===== src/sv/b64d_pkg.sv =====
// Shared types, constants and character classification for the base64 stream decoder.
package b64d_pkg;

    localparam int CHAR_W  = 8;
    localparam int SEXT_W  = 6;
    localparam int POS_W   = 2;

    localparam logic [CHAR_W-1:0] ASCII_EQUALS = 8'h3D;
    localparam logic [CHAR_W-1:0] ASCII_SPACE  = 8'h20;
    localparam logic [CHAR_W-1:0] ASCII_TAB    = 8'h09;
    localparam logic [CHAR_W-1:0] ASCII_CR     = 8'h0D;
    localparam logic [CHAR_W-1:0] ASCII_UC_A   = 8'h41;
    localparam logic [CHAR_W-1:0] ASCII_UC_Z   = 8'h5A;
    localparam logic [CHAR_W-1:0] ASCII_LC_A   = 8'h61;
    localparam logic [CHAR_W-1:0] ASCII_LC_Z   = 8'h7A;
    localparam logic [CHAR_W-1:0] ASCII_DIG_0  = 8'h30;
    localparam logic [CHAR_W-1:0] ASCII_DIG_9  = 8'h39;
    localparam logic [CHAR_W-1:0] ASCII_PLUS   = 8'h2B;
    localparam logic [CHAR_W-1:0] ASCII_SLASH  = 8'h2F;

    localparam logic [CHAR_W-1:0] LC_BASE    = 8'd26;
    localparam logic [CHAR_W-1:0] DIGIT_BASE = 8'd52;
    localparam logic [SEXT_W-1:0] SEXT_PLUS  = 6'd62;
    localparam logic [SEXT_W-1:0] SEXT_SLASH = 6'd63;

    typedef enum logic [1:0] {
        MODE_DECODING = 2'd0,
        MODE_PADDING  = 2'd1,
        MODE_TRAIL    = 2'd2,
        MODE_ERROR    = 2'd3
    } mode_t;

    typedef struct packed {
        logic [CHAR_W-1:0] char_in;
        logic              last;
    } item_t;

    // bit 6 set: not in the alphabet; bits 5:0: sextet value
    typedef struct packed {
        logic              bad;
        logic [SEXT_W-1:0] value;
    } sextet_t;

    function automatic logic is_space(input logic [CHAR_W-1:0] c);
        return (c == ASCII_SPACE) || ((c >= ASCII_TAB) && (c <= ASCII_CR));
    endfunction

    function automatic sextet_t sextet_of(input logic [CHAR_W-1:0] c);
        sextet_t           s;
        logic [CHAR_W-1:0] t;
        s = '{bad: 1'b0, value: '0};
        t = '0;
        priority if ((c >= ASCII_UC_A) && (c <= ASCII_UC_Z)) begin
            t       = c - ASCII_UC_A;
            s.value = t[SEXT_W-1:0];
        end else if ((c >= ASCII_LC_A) && (c <= ASCII_LC_Z)) begin
            t       = c - ASCII_LC_A + LC_BASE;
            s.value = t[SEXT_W-1:0];
        end else if ((c >= ASCII_DIG_0) && (c <= ASCII_DIG_9)) begin
            t       = c - ASCII_DIG_0 + DIGIT_BASE;
            s.value = t[SEXT_W-1:0];
        end else if (c == ASCII_PLUS) begin
            s.value = SEXT_PLUS;
        end else if (c == ASCII_SLASH) begin
            s.value = SEXT_SLASH;
        end else begin
            s.bad = 1'b1;
        end
        return s;
    endfunction

endpackage


===== src/sv/b64d_in_reg.sv =====
// Input register stage of the base64 stream decoder.
module b64d_in_reg (
    input  logic            aclk,
    input  logic            aresetn,
    input  logic            s_tvalid,
    output logic            s_tready,
    input  b64d_pkg::item_t s_item,
    output logic            item_valid,
    output b64d_pkg::item_t item,
    input  logic            item_take
);
    import b64d_pkg::*;

    logic  valid_reg;
    logic  valid_next;
    item_t item_reg;

    assign s_tready   = !valid_reg || item_take;
    assign item_valid = valid_reg;
    assign item       = item_reg;

    always_comb begin
        valid_next = valid_reg;
        if (s_tvalid && s_tready) begin
            valid_next = 1'b1;
        end else if (item_take) begin
            valid_next = 1'b0;
        end
    end

    always_ff @(posedge aclk) begin
        if (!aresetn) begin
            valid_reg <= 1'b0;
        end else begin
            valid_reg <= valid_next;
        end
    end

    always_ff @(posedge aclk) begin
        if (s_tvalid && s_tready) begin
            item_reg <= s_item;
        end
    end

endmodule


===== src/sv/b64d_core.sv =====
// Decode state, per-character decode logic and result register of the base64 stream decoder.
module b64d_core (
    input  logic            aclk,
    input  logic            aresetn,
    input  logic            item_valid,
    input  b64d_pkg::item_t item,
    output logic            item_take,
    output logic            m_tvalid,
    input  logic            m_tready,
    output logic [7:0]      m_tdata,
    output logic [1:0]      m_tuser,
    output logic            m_tlast
);
    import b64d_pkg::*;

    logic [POS_W-1:0]  group_pos_reg, group_pos_next;
    logic [SEXT_W-1:0] held_reg, held_next;
    mode_t             mode_reg, mode_next;

    logic              m_valid_reg;
    logic [CHAR_W-1:0] data_reg;
    logic              byte_valid_reg;
    logic              done_reg;
    logic              status_reg;

    logic              space;
    sextet_t           sx;
    logic              have_byte;
    logic [CHAR_W-1:0] byte_val;
    logic              status;
    logic              emit;
    logic              out_free;

    assign space    = is_space(item.char_in);
    assign sx       = sextet_of(item.char_in);
    assign out_free = !m_valid_reg || m_tready;
    assign emit     = have_byte || item.last;
    assign item_take = item_valid && (out_free || !emit);

    always_comb begin
        group_pos_next = group_pos_reg;
        held_next      = held_reg;
        mode_next      = mode_reg;
        have_byte      = 1'b0;
        byte_val       = '0;
        unique case (mode_reg)
            MODE_DECODING: begin
                priority if (space) begin
                    mode_next = MODE_DECODING;
                end else if (!sx.bad) begin
                    unique case (group_pos_reg)
                        2'd0: begin
                            group_pos_next = 2'd1;
                        end
                        2'd1: begin
                            byte_val       = {held_reg, sx.value[5:4]};
                            have_byte      = 1'b1;
                            group_pos_next = 2'd2;
                        end
                        2'd2: begin
                            byte_val       = {held_reg[3:0], sx.value[5:2]};
                            have_byte      = 1'b1;
                            group_pos_next = 2'd3;
                        end
                        default: begin
                            byte_val       = {held_reg[1:0], sx.value};
                            have_byte      = 1'b1;
                            group_pos_next = 2'd0;
                        end
                    endcase
                    held_next = sx.value;
                end else if ((item.char_in == ASCII_EQUALS) && group_pos_reg[1]) begin
                    mode_next = MODE_PADDING;
                end else begin
                    mode_next = MODE_ERROR;
                end
            end
            MODE_PADDING: begin
                priority if (space) begin
                    mode_next = MODE_TRAIL;
                end else if (item.char_in != ASCII_EQUALS) begin
                    mode_next = MODE_ERROR;
                end
            end
            MODE_TRAIL: begin
                if (!space) begin
                    mode_next = MODE_ERROR;
                end
            end
            default: begin
                mode_next = MODE_ERROR;
            end
        endcase
        status = item.last && ((mode_next == MODE_ERROR) ||
                 ((mode_next == MODE_DECODING) && (group_pos_next == 2'd1)));
    end

    always_ff @(posedge aclk) begin
        if (!aresetn) begin
            group_pos_reg <= '0;
            held_reg      <= '0;
            mode_reg      <= MODE_DECODING;
            m_valid_reg   <= 1'b0;
        end else begin
            if (item_take) begin
                if (item.last) begin
                    group_pos_reg <= '0;
                    held_reg      <= '0;
                    mode_reg      <= MODE_DECODING;
                end else begin
                    group_pos_reg <= group_pos_next;
                    held_reg      <= held_next;
                    mode_reg      <= mode_next;
                end
            end
            if (item_take && emit) begin
                m_valid_reg <= 1'b1;
            end else if (m_tready) begin
                m_valid_reg <= 1'b0;
            end
        end
    end

    always_ff @(posedge aclk) begin
        if (item_take && emit) begin
            data_reg       <= byte_val;
            byte_valid_reg <= have_byte;
            done_reg       <= item.last;
            status_reg     <= status;
        end
    end

    assign m_tvalid = m_valid_reg;
    assign m_tdata  = data_reg;
    assign m_tuser  = {status_reg, byte_valid_reg};
    assign m_tlast  = done_reg;

`ifndef SYNTHESIS
    a_status_only_at_end: assert property (@(posedge aclk) disable iff (!aresetn)
        (m_valid_reg && status_reg) |-> done_reg)
        else $error("status raised on a word that does not end the message");

    a_no_data_without_byte: assert property (@(posedge aclk) disable iff (!aresetn)
        (m_valid_reg && !byte_valid_reg) |-> (data_reg == '0))
        else $error("data byte not zero on a word without a byte");

    a_reset_after_last: assert property (@(posedge aclk) disable iff (!aresetn)
        (item_take && item.last) |=>
        ((group_pos_reg == '0) && (mode_reg == MODE_DECODING)))
        else $error("state not returned to start after final character");

    a_error_sticky: assert property (@(posedge aclk) disable iff (!aresetn)
        ((mode_reg == MODE_ERROR) && !(item_take && item.last)) |=>
        (mode_reg == MODE_ERROR))
        else $error("error mode left before end of message");

    a_pos_frozen: assert property (@(posedge aclk) disable iff (!aresetn)
        ((mode_reg != MODE_DECODING) && !(item_take && item.last)) |=>
        $stable(group_pos_reg))
        else $error("group position moved outside decoding mode");
`endif

endmodule


===== src/sv/lenient_base64_stream_decoder_top.sv =====
// Top level of the lenient base64 stream decoder.
//
// Input channel s_*: one character per word in s_tdata, s_tlast on the
// final character of a message. Result channel m_*: one word per decoded
// byte and one on the final character (both may share a word).
// m_tuser[0] flags a valid byte in m_tdata, m_tlast ends the message and
// m_tuser[1] then reports an illegal sequence. Characters that produce
// neither byte nor end of message give no result word.
// A character is accepted into the input register and its result word
// is then loaded into the result register. Throughput: one character
// per cycle while the result register can take a word, set by the
// single decode step between the two registers. A character with no
// result is still taken while the result register is held.
// Reset: the decode state returns to the start of a message and both
// registers empty. When the receiver stalls, the result word holds, one
// more character waits in the input register, and s_tready falls.
module lenient_base64_stream_decoder_top (
    input  logic       aclk,
    input  logic       aresetn,
    input  logic       s_tvalid,
    output logic       s_tready,
    input  logic [7:0] s_tdata,   // [7:0] char_in
    input  logic       s_tlast,
    output logic       m_tvalid,
    input  logic       m_tready,
    output logic [7:0] m_tdata,   // [7:0] data_byte
    output logic [1:0] m_tuser,   // [0] byte_valid, [1] status
    output logic       m_tlast
);
    import b64d_pkg::*;

    item_t s_item;
    item_t item;
    logic  item_valid;
    logic  item_take;

    assign s_item = '{char_in: s_tdata, last: s_tlast};

    b64d_in_reg u_in_reg (
        .aclk       (aclk),
        .aresetn    (aresetn),
        .s_tvalid   (s_tvalid),
        .s_tready   (s_tready),
        .s_item     (s_item),
        .item_valid (item_valid),
        .item       (item),
        .item_take  (item_take)
    );

    b64d_core u_core (
        .aclk       (aclk),
        .aresetn    (aresetn),
        .item_valid (item_valid),
        .item       (item),
        .item_take  (item_take),
        .m_tvalid   (m_tvalid),
        .m_tready   (m_tready),
        .m_tdata    (m_tdata),
        .m_tuser    (m_tuser),
        .m_tlast    (m_tlast)
    );

endmodule


===== config.mk =====
export PLATFORM = sky130hd
export DESIGN_NAME = lenient_base64_stream_decoder_top
export DESIGN_NICKNAME = d
export VERILOG_FILES = /design/src/sv/b64d_pkg.sv /design/src/sv/b64d_in_reg.sv /design/src/sv/b64d_core.sv /design/src/sv/lenient_base64_stream_decoder_top.sv
export SDC_FILE = /design/constraint.sdc
export NUM_CORES = 1
export LEC_CHECK = 0
export BUFFER_PORTS_ARGS = -buffer_cell sky130_fd_sc_hd__buf_2
export CAP_MARGIN = 5
export CORE_MARGIN = 1
export CORE_UTILIZATION = 55
export CTS_BUF_LIST = sky130_fd_sc_hd__clkbuf_8
export DETAILED_ROUTE_END_ITERATION = 12
export GPL_ROUTABILITY_DRIVEN = 0
export PLACE_DENSITY = 0.83
export RECOVER_POWER = 50
export SLEW_MARGIN = 5
export SYNTH_ARGS = -nofsm -noshare
export SYNTH_HDL_FRONTEND = slang
export SYNTH_SLANG_ARGS = --single-unit

===== constraint.sdc =====
create_clock -name aclk -period 3.6 [get_ports aclk]
set_input_delay 1.08 -clock aclk [delete_from_list [all_inputs] [get_ports aclk]]
set_output_delay 1.08 -clock aclk [all_outputs]
set_load 0.01 [all_outputs]

# Word level (Yosys, flattened, before mapping)
# Cells that the tools add are included.
# totals
ff_bits	32
input_bits	13
output_inout_bits	13
word_cells	101
# classes
n_addsub	5
magnitude_cmp	8
n_eq_ne	13
n_mux	36
bitwise	1
n_reduce_logical	27
# ops
cell	count
2-to-1 mux 6 bit	9
equality test 8 x 6 -> 1 bit, second input constant	4
case mux 8 bit (3 select lines)	1
2-to-1 mux 2 bit	11
>= comparator 8 x 7 -> 1 bit, second input constant	2
less-or-equal comparator 8 x 7 -> 1 bit, second input constant	2
2-to-1 mux 1 bit	13
case mux 2 bit (3 select lines)	2
subtractor 6 bit, second input constant	2
logical AND 1 bit	10
>= comparator 8 x 4 -> 1 bit, second input constant	1
>= comparator 8 x 6 -> 1 bit, second input constant	1
less-or-equal comparator 8 x 4 -> 1 bit, second input constant	1
less-or-equal comparator 8 x 6 -> 1 bit, second input constant	1
!= test 8 x 6 -> 1 bit, second input constant	1
adder 6 x 5 -> 6 bit, second input constant	1
adder 6 bit, second input constant	1
equality test 2 x 1 -> 1 bit, second input constant	3
equality test 2 bit, second input constant	3
logical NOT 2 bit	3
logical OR 1 bit	6
nonzero test 2 bit	3
subtractor 6 x 1 -> 6 bit, second input constant	1
!= test 2 bit, second input constant	2
other kinds (4)	6

# Depth between registers and ports, before layout
# Gate-level depths: netlist (run 1).
# logic_depth
ltp_word	16
depth_mapped	10
mapped_depth_nobuf	8

# By module
# Synthesis (run 1) repeated with hierarchy kept, for this count alone.
# hier_totals
cells_unflattened	225
area_unflattened_um2	2264.7
# by_module_without_submodules
mod	instances	cells_per_inst	area_per_inst_um2	seq_area_each_um2
b64d_core	1	211	1936.9	550.5
b64d_in_reg	1	14	327.8	290.3

# Least setup slack after synthesis (run 1)
# Ideal clock, no wire load.
# synth_timing
kind	register to register
from	register u_in_reg.item_reg (netlist bit u_in_reg.item[3])
to	register u_core.byte_valid_reg, enable pin
setup_time_ns	0.393
arrival_time_ns	2.772
required_ns	3.207
path_slack_ns	0.435
path_stages_with_launch	11
n_path_buf	2
synth_period_minus_slack_ns	3.165
path_cell_list	edfxtp_1 clkbuf_2 inv_1 ha_1 nor3_1 or4b_4 o21ai_2 a21o_4 buf_6 nor3_1 nor3_1
# synth_between
elab_chain_len	14
elab_cells_between_ends	29
cone_classes	8 x order compare; 3 x eq/ne; 8 x mux; 10 x reduce/logical
# synth_rtl
element	line_no	source
from (decl)	b64d_in_reg.sv:16	item_t item_reg;
from (signal assigned)	b64d_in_reg.sv:41	item_reg <= s_item;
parallel branches: the longest is 7 deep, another holds >= comparator 8 x 6 -> 1 bit	--	
2-to-1 mux 1 bit (*)	b64d_core.sv:48	priority if (space) begin
2-to-1 mux 1 bit (*)	b64d_core.sv:46	unique case (mode_reg)
logical OR 1 bit (*)	b64d_core.sv:37	assign emit = have_byte || item.last;
logical NOT 1 bit	b64d_core.sv:38	assign item_take = item_valid && (out_free || !emit);
logical OR 1 bit	b64d_core.sv:38	
logical AND 1 bit	b64d_core.sv:38	
logical AND 1 bit (*)	b64d_core.sv:125	if (item_take && emit) begin
to (signal assigned)	b64d_core.sv:127	byte_valid_reg <= have_byte;
to (decl)	b64d_core.sv:22	logic byte_valid_reg;
# Mark *: on every way between the ends.
# A chain may end at the register's enable or synchronous reset.

# Worst setup path in the final report (run 1)
# layout_timing
from	register u_in_reg.item_reg (netlist bit u_in_reg.item[4])
to	output port s_tready
# layout_between
elab_chain_len	14
elab_cells_between_ends	29
cone_classes	8 x order compare; 3 x eq/ne; 8 x mux; 10 x reduce/logical
# layout_rtl
element	line_no	source
parallel branches: the longest is 7 deep, another holds >= comparator 8 x 6 -> 1 bit	--	
2-to-1 mux 1 bit (*)	b64d_core.sv:48	
2-to-1 mux 1 bit (*)	b64d_core.sv:46	
named net u_core.have_byte	b64d_core.sv:28	logic have_byte;
logical OR 1 bit (*)	b64d_core.sv:37	
logical NOT 1 bit (*)	b64d_core.sv:38	
logical OR 1 bit (*)	b64d_core.sv:38	
logical AND 1 bit (*)	b64d_core.sv:38	
logical OR 1 bit (*)	b64d_in_reg.sv:18	assign s_tready = !valid_reg || item_take;
to (decl)	lenient_base64_stream_decoder_top.sv:21	output logic s_tready,
# Mark *: on every way through the listed nets, which the timed path passes.

==> results.sh, run 1 <==
export IMPL_io_pins=26
export IMPL_synth_top_cell_by_area="edfxtp_1"
export IMPL_p_leak_nw=0.8963
export IMPL_syn_nets=238
export IMPL_critPathTopFamily="compound AO/OA/AOI/OAI gates"
export IMPL_wl_um=4803
export IMPL_period_share_pct=98.80
export IMPL_grt_usage_pct=23.45
export IMPL_synth_top_family_by_area="compound AO/OA/AOI/OAI gates"
export IMPL_dieArea_um2=4076
export IMPL_min_to="u_core.held_reg[4]"
export IMPL_netlist_area_um2=2103
export IMPL_areaGrowthSynthToFinish_pct=16.66
export IMPL_worstPathArrival_ns=2.48
export IMPL_reg2regPathDepth=10
export IMPL_end_kind="output port"
export IMPL_async_flop_share_pct=0
export IMPL_synth_area_leaders="edfxtp_1 29%, dfxtp_1 11%, ha_1 8.3%"
export IMPL_rsz0062_at_grt="yes"
export IMPL_start_util_pct=57.45
export IMPL_grt_overflow=0
export IMPL_critical_path_slowest_cell="edfxtp_1"
export IMPL_dp_slack_ns=0.2732
export IMPL_insertion_delay_ns=0.29
export IMPL_port_buffers=25
export IMPL_htree_levels=2
export IMPL_startpoint_type="flop"
export IMPL_drv_cap=0
export IMPL_synth_simple_area_share_pct=17.97
export IMPL_final_util_pct=67.02
export IMPL_num_rows=22
export IMPL_max_stage_delay_ns=0.55
export IMPL_syn_instance_count=211
export IMPL_grt_pass1_vias=1661
export IMPL_nets=273
export IMPL_core_area_um2=3661
export IMPL_grt_max_degree=14
export IMPL_largest_reg_flops=9
export IMPL_maxSlewHeadroom_pct=66.26
export IMPL_status="completed"
export IMPL_path_class="flop to output port"
export IMPL_critPathLaunch="u_in_reg.item[4]"
export IMPL_synthMuxAreaShare_pct=1.130
export IMPL_tns_ns=0
export IMPL_drcViolationCount=0
export IMPL_dp_cells=275
export IMPL_finalClockSkew_ns=0.006755
export IMPL_dieHeight_um=63.84
export IMPL_clock_sinks=32
export IMPL_hold_buffers=0
export IMPL_syn_area_per_cell_um2=9.968
export IMPL_ys_warn_count=0
export IMPL_worst_slew_pin_slew_ns=0.5022
export IMPL_timing_critical_path_buf_inv=2
export IMPL_slew_viol_final=0
export IMPL_cp_required_ns=2.52
export IMPL_cts_root_buffer="clkbuf_8"
export IMPL_path_cells="buf_4 > ha_1 > a21o_1 > o311ai_4 > nand3_4 > a211oi_4 > o211ai_1 > buf_2"
export IMPL_synth_enable_flop_cells=20
export IMPL_synth_flop_cell="edfxtp_1"
export IMPL_layout_min_cycle_time_ns=3.557
export IMPL_worstHoldPathCells=2
export IMPL_vias_per_cell=6.254
export IMPL_hold_viol_final=0
export IMPL_synth_adder_area_share_pct=8.328
export IMPL_crit_fanout=8
export IMPL_setup_viol_count_final=0
export IMPL_cts_path_max_buffers=2
export IMPL_dr_first_iter_drc_count=156
export IMPL_drtPass1Iterations=4
export IMPL_synth_compound_area_share_pct=25.10
export IMPL_ant_nets=0
export IMPL_regToRegSetupSlack_ns=0.57
export IMPL_antenna_cells=0
export IMPL_ir_worst_vdd_v=0.0002250
export IMPL_cts_buffers=5
export IMPL_power_density_nw_per_um2=334.3
export IMPL_synth_seq_area_share_pct=39.98
export IMPL_timing_fmax_mhz=281.1
export IMPL_synth_xor_area_share_pct=1.666
export IMPL_avgRoutedWirePerCell_um=16.28
export IMPL_reg2reg_from="u_in_reg.item[3]"
export IMPL_grt_pass1_wl_um=7465
export IMPL_hp_class="flop to flop"
export IMPL_clk_pin_slew_worst_paths_ns=0.07
export IMPL_hold_start="u_core.held_reg[4]"
export IMPL_num_vias=1845
export IMPL_layout_drive_gt1_share_pct=23.08
export IMPL_dp_hpwl_um=3331
export IMPL_die_w_um=63.84
export IMPL_ys_types=62
export IMPL_ys_ff_latch=32
export IMPL_antenna_found_initial=0
export IMPL_cts_tree="built"
export IMPL_synth_top_cell_area_share_pct=28.55
export IMPL_stdcell_count=295
export IMPL_r2r_end="u_core.m_tdata[3]"
export IMPL_finalWorstSetupSlack_ns=0.04317
## final cells by class
type,count,area (um^2)
Sequential cell,32,840.8
Inverter,12,45.04
Multi-Input combinational cell,155,1197
Clock inverter,3,18.77
Clock buffer,5,68.82
Tap cell,48,60.06
Timing Repair Buffer,40,222.7
Fill cell,294,1207
## Yosys cell counts (5+ instances only)
| master | number |
|---|---|
| a211oi_1 | 6 |
| a21oi_1 | 6 |
| a221oi_1 | 5 |
| dfxtp_1 | 12 |
| edfxtp_1 | 20 |
| ha_1 | 14 |
| inv_1 | 12 |
| nand2_1 | 16 |
| nand3_1 | 5 |
| nor2_1 | 13 |
| nor2b_1 | 7 |
| nor3_1 | 6 |
| o21ai_0 | 7 |
| o2bb2ai_1 | 5 |
## what timing repair did
action	4_1_cts	5_1_grt
pin swaps	0	4
endpoints found under the setup margin	1	1
buffers inserted	0	12
resized for setup	1	11
## worst reg2reg max path: cells and delay by family (launching register included)
family / cells / cell delay (ns)
and+or+nand+nor: 4 / 1.11
buffers and inverters: 3 / 0.57
DFF: 1 / 0.48
AOI/OAI and AO/OA: 2 / 0.35
adders and majority gates: 1 / 0.23
## cell families after synthesis
logic type	count (synthesis)
mux	2
simple gates	69
flops	32
buf+inv	24
compound gates	66
xor+xnor	4
fa+ha+maj	14
## worst max path at each step
stage | endpoint | cells past startpoint
2_1_floorplan | u_core.byte_valid_reg | 10
3_3_place_gp | s_tready | 7
3_5_place_dp | s_tready | 7
4_1_cts | s_tready | 8
5_1_grt | s_tready | 8
6_report | s_tready | 8
## report_power, final
group / switching (W) / internal (W)
sequential: 0.0000142 / 0.000402
clock: 0.000139 / 0.000134
combinational: 0.0000753 / 0.0000560
total: 0.000228 / 0.000592
## through the flow
step,cell area [um^2],total power [W],hold WS [ns]
floorplan,2103,0.0005043,0.4418
global placement,2233,0.0005291,0.4565
detailed placement,2233,0.0005323,0.4633
CTS,2323,0.0008002,0.4733
global route,2454,0.0008507,0.5043
finish,2454,0.0008203,0.4711
## metal layers
metal,share of wire (%),global-route usage [%],routed length [um],vias to the layer above
li1,-,-,-,862
met1,42,30.07,2025,892
met2,50,40.43,2382,84
met3,7.3,4.821,350,7
met4,0.94,5.114,45,0
met5,0,0,0,-
## cell usage in the layout (no fill, tap or decap), types with 7 or more instances in the layout
master	n
buf_2	13
buf_4	15
clkbuf_1	12
dfxtp_1	12
edfxtp_1	20
ha_1	11
inv_1	10
nand2_1	16
nor2_1	13
o21ai_0	7
Power figures use the tool's default switching activity.
==> inputs of run 2 (changes only) <==
- CELL_PAD_IN_SITES_DETAIL_PLACEMENT: unset -> 1
- CELL_PAD_IN_SITES_GLOBAL_PLACEMENT: unset -> 1
- CORE_UTILIZATION: 55 -> 47
- PLACE_DENSITY: 0.83 -> 0.89
- RECOVER_POWER: 50 -> unset
==> run 2 against run 1 <==
Setup slack worse by 0.037 ns. Sequential share of layout area hardly changed. Sequential power hardly changed. Routed wire length is 37% higher. Die area is 16% higher. Critical path depth stayed put. Clock-buffer cell count stayed put. Highest routed layer unchanged.
==> results.sh, run 2 (synthesized netlist as in run 1, its figures left out) <==
export IMPL_status="completed"
export IMPL_die_w_um=68.90
export IMPL_postPlaceCellArea_um2=2251
export IMPL_period_share_pct=99.82
export IMPL_critPathTopFamily="compound AO/OA/AOI/OAI gates"
export IMPL_ir_worst_vdd_v=0.0003081
export IMPL_critical_path_slowest_cell="or4b_4"
export IMPL_dp_hpwl_um=3964
export IMPL_clock_sinks=32
export IMPL_worst_slew_pin_slew_ns=0.5830
export IMPL_power_total_w=0.0008429
export IMPL_layout_min_cycle_time_ns=3.593
export IMPL_finalClockSkew_ns=0.007584
export IMPL_clk_pin_slew_worst_paths_ns=0.08
export IMPL_grt_overflow=0
export IMPL_crit_fanout=4
export IMPL_clkPwrFrac_pct=34.0
export IMPL_ant_nets=0
export IMPL_setup_viol_count_final=0
export IMPL_wl_um=6586
export IMPL_slew_viol_final=0
export IMPL_drv_cap=0
export IMPL_intPower_w=0.0005910
export IMPL_path_cells="inv_1 > ha_1 > a21boi_0 > or4b_4 > o21ai_4 > a211oi_2 > o211ai_1 > buf_2"
export IMPL_port_buffers=25
export IMPL_grt_pass1_wl_um=9756
export IMPL_max_stage_delay_ns=0.55
export IMPL_power_density_nw_per_um2=343.7
export IMPL_dr_first_iter_drc_count=153
export IMPL_cts_root_buffer="clkbuf_8"
export IMPL_p_sw_w=0.0002519
export IMPL_cts_tree="built"
export IMPL_io_pins=26
export IMPL_dp_cells=279
export IMPL_timing_fmax_mhz=278.3
export IMPL_worstPathArrival_ns=2.51
export IMPL_hp_class="flop to flop"
export IMPL_num_vias=1917
export IMPL_final_cell_mix="25 x buf_2, 20 x edfxtp_1, 16 x nand2_1, 16 x buf_4, 13 x nor2_1"
export IMPL_htree_levels=2
export IMPL_antenna_found_initial=0
export IMPL_switching_share_pct=29.88
export IMPL_largest_reg_flops=9
export IMPL_post_route_cell_area_um2=2452
export IMPL_areaGrowthSynthToFinish_pct=16.60
export IMPL_vias_per_cell=6.433
export IMPL_drcViolationCount=0
export IMPL_hold_viol_final=0
export IMPL_startpoint_type="flop"
export IMPL_core_area_um2=4144
export IMPL_hold_buffers=0
export IMPL_avgRoutedWirePerCell_um=22.10
export IMPL_stdcell_count=298
export IMPL_pwr_share_comb_pct=16.7
export IMPL_layout_drive_gt1_share_pct=28.23
export IMPL_dieHeight_um=68.90
export IMPL_path_class="flop to output port"
export IMPL_drtPass1Iterations=4
export IMPL_dieArea_um2=4747
export IMPL_cts_path_max_buffers=2
export IMPL_cts_buffers=5
export IMPL_timing_critical_path_buf_inv=2
export IMPL_insertion_delay_ns=0.30
export IMPL_num_rows=23
export IMPL_final_common_cell="buf_2"
export IMPL_nets=274
export IMPL_final_util_pct=59.18
export IMPL_grt_pass1_vias=1972
export IMPL_cp_required_ns=2.52
export IMPL_antenna_cells=0
export IMPL_grt_max_degree=14
export IMPL_regArea_um2=840.8
export IMPL_maxSlewHeadroom_pct=60.13
export IMPL_end_kind="output port"
export IMPL_num_fill_cells=468
export IMPL_power_frac_seq_pct=49.2
export IMPL_p_leak_nw=0.9357
export IMPL_start_util_pct=50.75
export IMPL_grt_usage_pct=29.60
export IMPL_multi_input_area_um2=1171
run 2: cell types whose count changed in the layout (fill, tap and decap cells not counted), sizes merged:
cell / previous run / this run
buf: 28 / 41
clkbuf: 17 / 5
run 2: path summary, 6_finish.rpt:
check                                         from                  to  slack, ns  cells after the start
worst max-delay path              u_in_reg.item[1]            s_tready      0.007                      8
worst max register to register    u_in_reg.item[1]   u_core.m_tdata[3]       0.57                      9
worst min-delay path            u_core.held_reg[4]  u_core.held_reg[4]       0.48                      2
worst min register to register  u_core.held_reg[4]  u_core.held_reg[4]       0.48                      2
run 2: stage by stage:
stage / setup slack [ns] / hold slack, ns / TNS (ns)
4_1_cts: 0.04425 / 0.4731 / 0
6_report: 0.006522 / 0.4771 / 0
3_5_place_dp: 0.2390 / 0.4630 / 0
3_3_place_gp: 0.3625 / 0.4554 / 0
2_1_floorplan: 0.4353 / 0.4418 / 0
5_1_grt: -0.04515 / 0.4977 / -0.04515
run 2: cell type report:
class	instances	share of cell area (%)
clock buffers	5	2.806
clock inverters	3	0.7653
inverters	12	1.837
multi-input cells	155	47.76
flip-flops and latches	32	34.29
well taps	50	2.551
repair buffers	41	10.00
run 2: what timing repair did:
| action | 4_1_cts | 5_1_grt |
|---|---|---|
| pin swaps | 1 | 1 |
| resized for setup | 0 | 9 |
| endpoints found under the setup margin | 1 | 1 |
| setup buffers | 8 | 3 |
run 2: power groups by stage:
stage                     sequential (W)  combinational [W]  clock [W]
after global routing            0.000417           0.000148   0.000308
after detailed placement        0.000424           0.000115          0
after floorplan                 0.000419          0.0000848          0
final                           0.000415           0.000141   0.000287
after CTS                       0.000413           0.000126   0.000289
after global placement          0.000423           0.000111          0
run 2: per-layer routing:
metal	vias up	global-route usage [%]	wire (um)
met1	927	34.11	2702
met5	-	0	0
met2	97	50.49	3187
met3	31	6.250	386
met4	0	16.58	309
li1	862	-	-
run 2: tightest hold or removal path: cells and delay by family (launching register included):
family	cells	cell delay, ns
AOI/OAI and AO/OA	1	0.06
DFF	1	0.32
and+or+nand+nor	1	0.05
==> inputs of run 3 (changes only) <==
- ABC_AREA: unset -> 1
- CAP_MARGIN: 5 -> unset
- CORE_UTILIZATION: 47 -> 45
- PLACE_DENSITY: 0.89 -> 0.84
==> run 3 against run 2 <==
Routed wire length decreased by 5.3%. Sequential power grew 4%. Critical path depth rose by 4. Setup slack better by 0.13 ns. Synthesized area up 11%. Sequential share of layout area fell by 3.0 points. Combinational power rose by 43%. Via count increased by 13%. Clock-buffer cell count grew 1. Non-clock buffer count is 4 lower. Design area grew 9.4%. Critical endpoint unchanged. Highest routed layer unchanged.
==> results.sh, run 3 <==
export IMPL_slew_viol_final=0
export IMPL_antenna_found_initial=0
export IMPL_synth_top_cell_by_area="edfxtp_1"
export IMPL_power_density_nw_per_um2=339.7
export IMPL_ys_warn_count=0
export IMPL_num_vias=2158
export IMPL_dp_hpwl_um=4481
export IMPL_dr_first_iter_drc_count=86
export IMPL_hold_viol_final=0
export IMPL_cp_required_ns=2.52
export IMPL_rsz0062_at_grt="no"
export IMPL_avgRoutedWirePerCell_um=14.99
export IMPL_synth_seq_area_share_pct=35.90
export IMPL_antenna_cells=0
export IMPL_cts_root_buffer="clkbuf_8"
export IMPL_start_util_pct=48.00
export IMPL_ant_nets=0
export IMPL_maxSlewHeadroom_pct=63.69
export IMPL_regToRegSetupSlack_ns=0.70
export IMPL_crit_fanout=5
export IMPL_io_pins=26
export IMPL_hp_class="flop to flop"
export IMPL_async_flop_share_pct=0
export IMPL_nets=375
export IMPL_wl_um=6234
export IMPL_synth_area_leaders="edfxtp_1 26%, nand2_1 12%, dfxtp_1 10%"
export IMPL_die_w_um=74.15
export IMPL_cts_buffers=5
export IMPL_htree_levels=2
export IMPL_drv_cap=0
export IMPL_dieHeight_um=74.15
export IMPL_finalClockSkew_ns=0.008462
export IMPL_timing_fmax_mhz=289.0
export IMPL_synth_flop_cell="edfxtp_1"
export IMPL_final_util_pct=55.00
export IMPL_setup_viol_count_final=0
export IMPL_dieArea_um2=5497
export IMPL_final_cell_mix="73 x nand2_1, 40 x inv_1, 32 x nor2_1"
export IMPL_num_rows=25
export IMPL_syn_nets=339
export IMPL_netlist_area_um2=2342
export IMPL_layout_min_cycle_time_ns=3.460
export IMPL_drtPass1Iterations=4
export IMPL_clk_pin_slew_worst_paths_ns=0.07
export IMPL_worstPathArrival_ns=2.38
export IMPL_insertion_delay_ns=0.28
export IMPL_grt_overflow=0
export IMPL_cts_path_max_buffers=2
export IMPL_syn_instance_count=312
export IMPL_synth_most_common_cell="nand2_1"
export IMPL_status="completed"
export IMPL_grt_pass1_vias=2060
export IMPL_port_buffers=25
export IMPL_cts_tree="built"
export IMPL_grt_usage_pct=23.34
export IMPL_syn_area_per_cell_um2=7.507
export IMPL_grt_max_degree=14
export IMPL_path_class="flop to output port"
export IMPL_synth_commonest_cells="73 x nand2_1, 39 x inv_1, 32 x nor2_1"
export IMPL_ys_types=35
export IMPL_startpoint_type="flop"
export IMPL_synth_enable_flop_cells=20
export IMPL_ir_worst_vdd_v=0.0002841
export IMPL_largest_reg_flops=9
export IMPL_layout_drive_gt1_share_pct=21.20
export IMPL_end_kind="output port"
export IMPL_ys_ff_latch=32
export IMPL_drcViolationCount=0
export IMPL_areaGrowthSynthToFinish_pct=14.58
export IMPL_core_area_um2=4880
export IMPL_final_common_cell="nand2_1"
export IMPL_synth_top_cell_area_share_pct=25.64
export IMPL_grt_pass1_wl_um=9577
export IMPL_p_leak_nw=1.269
export IMPL_clock_sinks=32
export IMPL_vias_per_cell=5.188
export IMPL_worst_slew_pin_slew_ns=0.5446
export IMPL_tns_ns=0
export IMPL_period_share_pct=96.12
## run 3: changes by cell type in the layout (fill, tap and decap cells not counted), moves of 6 or more
cell and delta:
nor2_1 +19, inv_1 +30, nand3_1 +16, xor2_1 +6, nand2_2 +6, inv_2 +7
nand2_1 +57, o21ai_0 +7, a21oi_1 +6, nand4_1 +9, nor2b_1 -6
## run 3: worst paths after layout
kind / cells after the start / start / to
max reg2reg: 13 / u_in_reg.item[4] / u_core.m_tdata[0]
min reg2reg: 4 / u_core.held_reg[5] / u_core.held_reg[5]
max: 12 / u_in_reg.item[3] / s_tready
min: 4 / u_core.held_reg[5] / u_core.held_reg[5]
## run 3: metal layers
metal / up-vias / global-route usage, % / wire length, um
met5: - / 0 / 0
met4: 0 / 7.479 / 103
met3: 10 / 4.743 / 185
met2: 41 / 40.30 / 3088
met1: 1023 / 29.07 / 2857
li1: 1084 / - / -
## run 3: kinds of logic (layout without fill, tap and decap cells)
group                      after synthesis  count (layout)  synth area share, %
and+or+nand+nor                        160             160                33.49
buffers and inverters                   57              94                9.989
adders and majority gates               14              14                7.479
AOI/OAI and AO/OA                       41              41                10.15
xor gates and xnor gates                 8               8                2.992
DFF                                     32              32                35.90
## run 3: cell type report
type / instances / area (um^2)
repair buffers: 37 / 215.2
flip-flops and latches: 32 / 840.8
well taps: 67 / 83.83
inverters: 49 / 183.9
clock buffers: 6 / 82.58
fillers: 650 / 2196
multi-input cells: 223 / 1270
clock inverters: 2 / 7.507
## run 3: worst max-delay path, cell delays in order (launching register included)
cell and delay (ns):
edfxtp_1 0.48, inv_1 0.20, ha_1 0.23, nand2_1 0.12, nand2_1 0.14, nand2_1 0.07, nand3_1 0.08, nand2_2 0.12
nand3_4 0.12, nand4_4 0.10, nand2_4 0.12, nand3_1 0.12, buf_2 0.18
## run 3: where the power goes
| part | leakage [nW] | switching [W] | total [W] | internal, W |
|---|---|---|---|---|
| Combinational | 0.924 | 0.000132 | 0.000202 | 0.0000704 |
| Sequential | 0.292 | 0.0000205 | 0.000431 | 0.000411 |
| Clock | 0.0538 | 0.000128 | 0.000279 | 0.000150 |
## run 3: per-stage QoR
stage | total power [W] | instances | setup slack [ns] | area [um^2] | hold WS [ns]
3_3_place_gp | 0.0006178 | 396 | 0.4479 | 2501 | 0.5316
2_1_floorplan | 0.0005754 | 312 | 0.8099 | 2342 | 0.4926
4_1_cts | 0.0009062 | 404 | 0.06526 | 2591 | 0.5543
6_report | 0.0009116 | 416 | 0.1398 | 2684 | 0.5493
5_1_grt | 0.0009639 | 416 | 0.003141 | 2684 | 0.5892
3_5_place_dp | 0.0006249 | 396 | 0.3845 | 2501 | 0.5407
## run 3: timing repair
item                       4_1_cts  5_1_grt
hold endpoints to repair         0        0
setup endpoints to repair        0        1
resized for setup                0        2
setup buffers                    0       12
hold buffers                     0        0
